==> src/design/lrupt_pkg.sv <==
// shared constants for the lru page table with pinning
// field widths, mode and status codes, parameter defaults; no dependencies
package lrupt_pkg;

	localparam int ENTRIES_DEF = 16;
	localparam int ID_BITS_DEF = 32;

	localparam int MODE_W   = 2;
	localparam int STATUS_W = 2;
	localparam int FRAME_W  = 4;
	localparam int PIN_W    = 16;
	localparam int OUT_ID_W = 32;

	localparam logic [MODE_W-1:0] MODE_TOUCH  = 2'd0;
	localparam logic [MODE_W-1:0] MODE_VICTIM = 2'd1;
	localparam logic [MODE_W-1:0] MODE_REMOVE = 2'd2;

	localparam logic [STATUS_W-1:0] ST_DONE = 2'd0;
	localparam logic [STATUS_W-1:0] ST_MISS = 2'd1;
	localparam logic [STATUS_W-1:0] ST_FULL = 2'd2;

endpackage

==> src/design/lrupt_ram.sv <==
// entry store of the lru page table: one write port, one read port
// read data is registered; depends on nothing else
module lrupt_ram #(
	parameter int DEPTH = 16,
	parameter int WIDTH = 36
) (
	input  logic                     clk,
	input  logic                     we,
	input  logic [$clog2(DEPTH)-1:0] waddr,
	input  logic [WIDTH-1:0]         wdata,
	input  logic                     re,
	input  logic [$clog2(DEPTH)-1:0] raddr,
	output logic [WIDTH-1:0]         rdata
);

	logic [WIDTH-1:0] mem_q [DEPTH];
	logic [WIDTH-1:0] rdata_q;

	always_ff @(posedge clk) begin
		if (we) begin
			mem_q[waddr] <= wdata;
		end
	end

	always_ff @(posedge clk) begin
		if (re) begin
			rdata_q <= mem_q[raddr];
		end
	end

	assign rdata = rdata_q;

endmodule

==> src/design/lru_page_table_with_pinning.sv <==
// lru page table with pinned frames, top level
// uses lrupt_pkg and the entry store lrupt_ram
//
//   channel | handshake          | beat
//   in      | in_valid, in_stall | mode, page_id, frame_in, pinned_mask
//   out     | out_valid, out_stall | status, out_page_id, out_frame
//
// after the accepted beat one pass over the entry store walks the entries held, up
// to ENTRIES; the result is then loaded into the output register once that register
// is free, and the next beat can be taken in the cycle after the load; the pass reads
// one entry per cycle through its read port, found entry dropped by writing
// each later entry one slot down in the same pass
// in_stall is high from the accepted beat until the result is loaded into the
// output register; the result waits there while the next item is taken
// reset clears the entry count and control state; the store itself is not cleared
module lru_page_table_with_pinning
	import lrupt_pkg::*;
#(
	parameter int ENTRIES = ENTRIES_DEF,
	parameter int ID_BITS = ID_BITS_DEF
) (
	input  logic                clk,
	input  logic                arst_n,
	input  logic                in_valid,
	output logic                in_stall,
	input  logic [MODE_W-1:0]   mode,
	input  logic [31:0]         page_id,
	input  logic [FRAME_W-1:0]  frame_in,
	input  logic [PIN_W-1:0]    pinned_mask,
	output logic                out_valid,
	input  logic                out_stall,
	output logic [STATUS_W-1:0] status,
	output logic [OUT_ID_W-1:0] out_page_id,
	output logic [FRAME_W-1:0]  out_frame
);

	localparam int IDX_W = $clog2(ENTRIES);
	localparam int CNT_W = $clog2(ENTRIES + 1);
	localparam int ENT_W = ID_BITS + FRAME_W;
	localparam int EXT_W = (ID_BITS > OUT_ID_W) ? ID_BITS : OUT_ID_W;

	typedef enum logic [2:0] {
		S_IDLE   = 3'b001,
		S_WALK   = 3'b010,
		S_FINISH = 3'b100
	} state_t;

	state_t state_q;

	logic [CNT_W-1:0]   count_q;
	logic [CNT_W-1:0]   rd_idx_q;
	logic               v_s1;
	logic [IDX_W-1:0]   idx_s1;
	logic               found_q;
	logic               out_valid_q;

	logic [MODE_W-1:0]  mode_q;
	logic [ID_BITS-1:0] id_q;
	logic [FRAME_W-1:0] frame_q;
	logic [PIN_W-1:0]   pin_q;
	logic [ID_BITS-1:0] hit_page_q;
	logic [FRAME_W-1:0] hit_frame_q;

	logic [STATUS_W-1:0] status_q;
	logic [OUT_ID_W-1:0] out_page_q;
	logic [FRAME_W-1:0]  out_frame_q;

	logic [EXT_W-1:0]   id_ext;
	logic [EXT_W-1:0]   page_ext;
	logic [ID_BITS-1:0] id_in;

	logic               ram_we;
	logic [IDX_W-1:0]   ram_waddr;
	logic [ENT_W-1:0]   ram_wdata;
	logic               ram_re;
	logic [IDX_W-1:0]   ram_raddr;
	logic [ENT_W-1:0]   ram_rdata;

	logic [ID_BITS-1:0] rd_page;
	logic [FRAME_W-1:0] rd_frame;
	logic               hit;
	logic               in_acc;
	logic               walk_done;
	logic               fin_go;
	logic [CNT_W-1:0]   cnt_after;
	logic               append;
	logic               is_touch;
	logic               is_victim;
	logic               is_remove;

	lrupt_ram #(
		.DEPTH (ENTRIES),
		.WIDTH (ENT_W)
	) u_ram (
		.clk   (clk),
		.we    (ram_we),
		.waddr (ram_waddr),
		.wdata (ram_wdata),
		.re    (ram_re),
		.raddr (ram_raddr),
		.rdata (ram_rdata)
	);

	assign id_ext   = EXT_W'(page_id);
	assign id_in    = id_ext[ID_BITS-1:0];
	assign page_ext = EXT_W'(hit_page_q);

	assign rd_page  = ram_rdata[ENT_W-1:FRAME_W];
	assign rd_frame = ram_rdata[FRAME_W-1:0];

	assign is_touch  = (mode_q == MODE_TOUCH);
	assign is_victim = (mode_q == MODE_VICTIM);
	assign is_remove = (mode_q == MODE_REMOVE);

	assign in_stall = (state_q != S_IDLE);
	assign in_acc   = in_valid && !in_stall;

	// one entry per cycle; entries after a hit move down one slot
	assign ram_re    = (state_q == S_WALK) && (rd_idx_q < count_q);
	assign ram_raddr = rd_idx_q[IDX_W-1:0];

	assign hit = v_s1 && !found_q &&
		(((is_touch || is_remove) && (rd_page == id_q)) ||
		 (is_victim && !pin_q[rd_frame]));

	assign walk_done = (state_q == S_WALK) && !v_s1 && !ram_re;

	assign fin_go    = (state_q == S_FINISH) && (!out_valid_q || !out_stall);
	assign cnt_after = found_q ? (count_q - CNT_W'(1)) : count_q;
	assign append    = is_touch && (cnt_after < CNT_W'(ENTRIES));

	always_comb begin
		ram_we    = 1'b0;
		ram_waddr = idx_s1 - IDX_W'(1);
		ram_wdata = ram_rdata;
		if (state_q == S_WALK && v_s1 && found_q) begin
			ram_we = 1'b1;
		end else if (fin_go && append) begin
			ram_we    = 1'b1;
			ram_waddr = cnt_after[IDX_W-1:0];
			ram_wdata = {id_q, frame_q};
		end
	end

	always_ff @(posedge clk or negedge arst_n) begin
		if (!arst_n) begin
			state_q     <= S_IDLE;
			count_q     <= '0;
			rd_idx_q    <= '0;
			v_s1        <= 1'b0;
			found_q     <= 1'b0;
			out_valid_q <= 1'b0;
		end else begin
			if (fin_go) begin
				out_valid_q <= 1'b1;
			end else if (!out_stall) begin
				out_valid_q <= 1'b0;
			end
			case (state_q)
				S_IDLE: begin
					if (in_acc) begin
						rd_idx_q <= '0;
						v_s1     <= 1'b0;
						found_q  <= 1'b0;
						state_q  <= S_WALK;
					end
				end
				S_WALK: begin
					v_s1 <= ram_re;
					if (ram_re) begin
						rd_idx_q <= rd_idx_q + CNT_W'(1);
					end
					if (hit) begin
						found_q <= 1'b1;
					end
					if (walk_done) begin
						state_q <= S_FINISH;
					end
				end
				S_FINISH: begin
					if (fin_go) begin
						count_q <= append ? (cnt_after + CNT_W'(1)) : cnt_after;
						state_q <= S_IDLE;
					end
				end
				default: begin
					state_q <= S_IDLE;
				end
			endcase
		end
	end

	always_ff @(posedge clk) begin
		if (in_acc) begin
			mode_q  <= mode;
			id_q    <= id_in;
			frame_q <= frame_in;
			pin_q   <= pinned_mask;
		end
		if (state_q == S_WALK) begin
			idx_s1 <= ram_raddr;
		end
		if (hit) begin
			hit_page_q  <= rd_page;
			hit_frame_q <= rd_frame;
		end
		if (fin_go) begin
			if (is_touch) begin
				status_q    <= append ? ST_DONE : ST_FULL;
				out_page_q  <= '0;
				out_frame_q <= '0;
			end else if ((is_victim || is_remove) && found_q) begin
				status_q    <= ST_DONE;
				out_frame_q <= hit_frame_q;
				out_page_q  <= is_victim ? page_ext[OUT_ID_W-1:0] : '0;
			end else begin
				status_q    <= ST_MISS;
				out_page_q  <= '0;
				out_frame_q <= '0;
			end
		end
	end

	assign out_valid   = out_valid_q;
	assign status      = status_q;
	assign out_page_id = out_page_q;
	assign out_frame   = out_frame_q;

endmodule

==> config.mk <==
export PLATFORM = sky130hd
export DESIGN_NAME = lru_page_table_with_pinning
export DESIGN_NICKNAME = d
export VERILOG_FILES = /design/src/design/lrupt_pkg.sv /design/src/design/lrupt_ram.sv /design/src/design/lru_page_table_with_pinning.sv
export SDC_FILE = /design/constraint.sdc
export NUM_CORES = 1
export LEC_CHECK = 0
export BUFFER_PORTS_ARGS = -buffer_cell sky130_fd_sc_hd__buf_2
export CELL_PAD_IN_SITES_DETAIL_PLACEMENT = 1
export CELL_PAD_IN_SITES_GLOBAL_PLACEMENT = 1
export CORE_UTILIZATION = 35
export CTS_CLUSTER_SIZE = 14
export DETAILED_ROUTE_END_ITERATION = 6
export PLACE_DENSITY_LB_ADDON = 0.1
export SLEW_MARGIN = 30
export SYNTH_ARGS = -nofsm -noshare
export SYNTH_HDL_FRONTEND = slang
export SYNTH_SLANG_ARGS = --single-unit
export TNS_END_PERCENT = 5
==> constraint.sdc <==
create_clock -name clk -period 7.7 [get_ports clk]
set_clock_uncertainty 0.1 [all_clocks]
set_input_delay 0.385 -clock clk [delete_from_list [all_inputs] [get_ports clk]]
set_output_delay 0.385 -clock clk [all_outputs]
set_load 0.005 [all_outputs]
==> impl_summary.txt <==
----------------------------------------------------
[STA]
  Max Transition Viols Final ... 0
  Setup_tns ... 0 ns
  Hold Violations, Final ... 0
  Transition at the pin with the smallest max-transition slack ... 0.946 ns
  Setup repair after global routing missed its margin ... false
  Max-slew headroom ... 36.9%
  Post-route minimum period ... roughly 4.7 ns
  Final Cycle Share ... between 60% and 70%
  Fmax achieved ... 211 MHz
  # setup viols final ... 0
  Slack of the critical path ... 2.97 ns

[Die]
  Number of top-level pins ... between 90 and 100
  Area of the core region ... 82,600 um^2
  Std cell rows ... approximately 110
  Die Outline Area ... 85,300 um^2
  Die Width ... roughly 290 um
  Height of the die ... around 290 um
  Starting utilization of the core area ... 35.6%

[Cells and area]
  Antenna diode count ... 0
  Commonest cells after routing, fill and taps aside ... sky130_fd_sc_hd__edfxtp_1 (744), sky130_fd_sc_hd__mux2i_1 (119), sky130_fd_sc_hd__buf_2 (97)
  Share of cells above drive strength 1 ... 23.6%
  Post-synthesis to final-layout area growth ... 17.9%
  Post-Layout Cell Count ... approximately 2,900
  # nets final ... 1,820
  Filler cells ... 7,837
  Most common library cell in the layout ignoring fill and taps ... sky130_fd_sc_hd__edfxtp_1

[Synth]
  Gate Count Post-Synth ... 1,539
  Top flip-flop cell by instance count after synthesis ... sky130_fd_sc_hd__edfxtp_1
  Share of async-settable or async-resettable flops after synthesis ... about 2.1%
  Number of enable flip-flop cells after synthesis ... 744
  Total standard cell area after synthesis ... 29,400 um^2
  Nets in the synthesized netlist ... 1,608
  Yosys cell types ... 47
  Count of synthesis-stage warnings from yosys ... 0
  Synth Area per Inst ... about 19 um^2
  Register area share after synthesis ... 77.3%
  Number of synthesized register bits ... 760

[Drt]
  Total number of vias ... 14,800
  Routed WL ... 76,200 um
  TritonRoute pass-1 iters ... 5
  Vias per cell ... around 5.1
  DRC violation count after routing ... 0
  DRC violation total after the first TritonRoute iteration ... 843
  Antenna Violating Nets Remaining ... 0
  Post-detailed-route wirelength per cell ... approximately 26 um

[Worst setup path]
  Required time at the worst-slack endpoint ... approximately 7.9 ns
  R2R Path End ... u_ram.mem_q[1][32]
  Largest fanout on the critical path ... 46
  Nature of the critical path endpoint ... flop
  Worst Setup EP ... u_ram.mem_q[1][32]
  Worst setup SP type ... flop
  Count of cells along the worst register-to-register path ... 8
  Timing startpoint of the critical path ... state_q[1]
  Critical R2R Launch ... state_q[1]
  CP Data Arrival Time ... 4.88 ns
  Worst reg-to-reg setup slack ... 2.97 ns
  Setup Crit Path Kind ... flop to flop

[Hold path]
  Type of the tightest min-delay check ... input pin to async pin

[Placement]
  Worst slack at placement ... 2.91 ns
  Port bufs ... a little under 100
  Cell total after placement ... 2,678
  Half-perimeter wire length of the detailed placement result ... 43,700 um
  Routability cong. ... 0.744

[Global route]
  Global routing usage summed across all routing layers ... 18.1%
  Number of global-route vias before repair ... 16,000
  Global-route congestion overflow total ... 0
  Maximum number of pins on one net before global-route repair ... 98
  Antenna violations before repair ... 3
  Global-route wire length before repair ... 111,000 um

[CTS]
  Total clock buffers created by CTS ... 85
  Post-CTS clock slew at the launch and capture registers of the worst setup and hold paths ... 0.06 ns
  Cells resized by post-CTS repair ... 0
  Total setup buffers inserted after CTS ... 0
  Clk buf depth ... 3
  Clock root buffer ... sky130_fd_sc_hd__clkbuf_16
  TritonCTS clock tree ... yes
  Clock net sink count ... 760
  H-tree level count ... 3
  Number of buffers inserted for hold repair after clock tree synthesis ... 56
  Clock network latency to the later pin of the worst-skew pair ... 0.64 ns

[Pwr]
  Fraction of power spent switching nets ... 26.0%
  Static Leakage ... around 0.011 uW
  Combinational cell fraction of total power ... 14.8%
  Seq pwr share ... 47.7%
  Cell internal power dissipation ... 7840 uW
  Net switching component of the power ... roughly 2700 uW
  Clock network power share ... 37.5%
  Power density relative to cell area ... 305 nW/um^2
  Largest vdd supply drop ... 0.151 mV

[Outcome]
  Outcome ... complete, no violations

[Run]
  MaxCap Viol Count ... 0

----------------------------------------------------
-- state kept, by name, indices dropped and copies added, names as in the netlist --
signal       flops
u_ram.mem_q    576
u_ram.rdata     36
hit_page_q      32
id_q            32
out_page_id     32
pin_q           16
count_q          5
rd_idx_q         5
frame_q          4
hit_frame_q      4
idx_s1           4
out_frame        4
state_q          3
mode_q           2
status           2
found_q          1
out_valid        1
v_s1             1
-- cells in the mapped netlist (15+ instances only) --
cell / number / share of area (%)
sky130_fd_sc_hd__a21oi_1: 44 / 0.75
sky130_fd_sc_hd__a221oi_1: 36 / 1.1
sky130_fd_sc_hd__a22oi_1: 36 / 0.92
sky130_fd_sc_hd__and2_1: 38 / 0.81
sky130_fd_sc_hd__buf_2: 15 / 0.26
sky130_fd_sc_hd__clkbuf_1: 46 / 0.59
sky130_fd_sc_hd__dfrtp_1: 15 / 1.3
sky130_fd_sc_hd__edfxtp_1: 744 / 76
sky130_fd_sc_hd__inv_1: 19 / 0.24
sky130_fd_sc_hd__mux2_2: 66 / 2.5
sky130_fd_sc_hd__mux2i_1: 120 / 4.1
sky130_fd_sc_hd__mux4_2: 76 / 5.8
sky130_fd_sc_hd__nand2_1: 65 / 0.83
sky130_fd_sc_hd__nor3_1: 19 / 0.32
sky130_fd_sc_hd__o21ai_0: 73 / 1.2
sky130_fd_sc_hd__xor2_1: 30 / 0.89
-- routing by layer --
metal / vias up / part of all wire, % / track usage, %
met5: - / 0 / 0
met4: 0 / 2.3 / 4.99
met3: 104 / 3.6 / 3.08
met2: 260 / 47 / 28.7
met1: 7852 / 47 / 25.5
li1: 6608 / - / -
-- worst max-delay path, cell delays in order (launching register included) --
cell and delay (ns):
sky130_fd_sc_hd__dfrtp_1 0.44, sky130_fd_sc_hd__or3b_4 0.43, sky130_fd_sc_hd__a21oi_4 0.11, sky130_fd_sc_hd__buf_4 0.68
sky130_fd_sc_hd__nand3_4 0.89, sky130_fd_sc_hd__o21ai_0 0.60, sky130_fd_sc_hd__nand2_1 0.25, sky130_fd_sc_hd__nor3_2 0.15
sky130_fd_sc_hd__buf_4 0.64
-- area by class of cell --
cell class              instances  area (um^2)  area share (%)
clock buffers                 102         2190            6.31
clock inverters                49          517            1.49
inverters                      19         72.6           0.209
multi-input cells             689         6430            18.5
flip-flops and latches        760        22800            65.6
well taps                    1070         1340            3.86
repair buffers                196         1400            4.03
-- worst min path at each step --
stage	startpoint	endpoint	slack (ns)	cells past startpoint
5_1_grt	arst_n	state_q[2]	0.13	2
2_1_floorplan	arst_n	count_q[0]	-0.01	0
6_report	arst_n	state_q[2]	0.13	2
3_5_place_dp	arst_n	out_valid	0.24	1
3_3_place_gp	arst_n	out_valid	0.24	1
4_1_cts	arst_n	state_q[2]	0.10	2
-- cell families after synthesis --
| logic type | Yosys count | share of synthesized area (%) |
|---|---|---|
| buffers and inverters | 90 | 1.24 |
| AND/OR/NAND/NOR | 170 | 2.93 |
| flip-flops | 760 | 77.3 |
| multiplexers | 263 | 12.5 |
| XOR/XNOR | 42 | 1.25 |
| adder cells (fa/ha/maj) | 11 | 0.468 |
| AO/OA/AOI/OAI | 203 | 4.38 |
-- power groups by stage --
stage / Clock [uW] / Combinational (uW) / Sequential (uW)
after detailed placement: 0 / 1580 / 5150
after floorplan: 0 / 1070 / 5040
after CTS: 4090 / 1600 / 5060
final: 3970 / 1560 / 5050
after global routing: 4220 / 1700 / 5080
after global placement: 0 / 1560 / 5140
-- stage by stage --
| stage | util (%) | power [uW] | hold WS (ns) | instance area [um^2] |
|---|---|---|---|---|
| finish | 42.0 | 10600 | 0.127 | 34700 |
| global route | 42.0 | 11000 | 0.130 | 34700 |
| CTS | 42.0 | 10700 | 0.102 | 34700 |
| detailed placement | 38.0 | 6730 | 0.238 | 31400 |
| global placement | 38.0 | 6700 | 0.236 | 31400 |
| floorplan | - | 6100 | -0.0106 | 29400 |
Note: power is estimated with default switching activity, not from simulation.
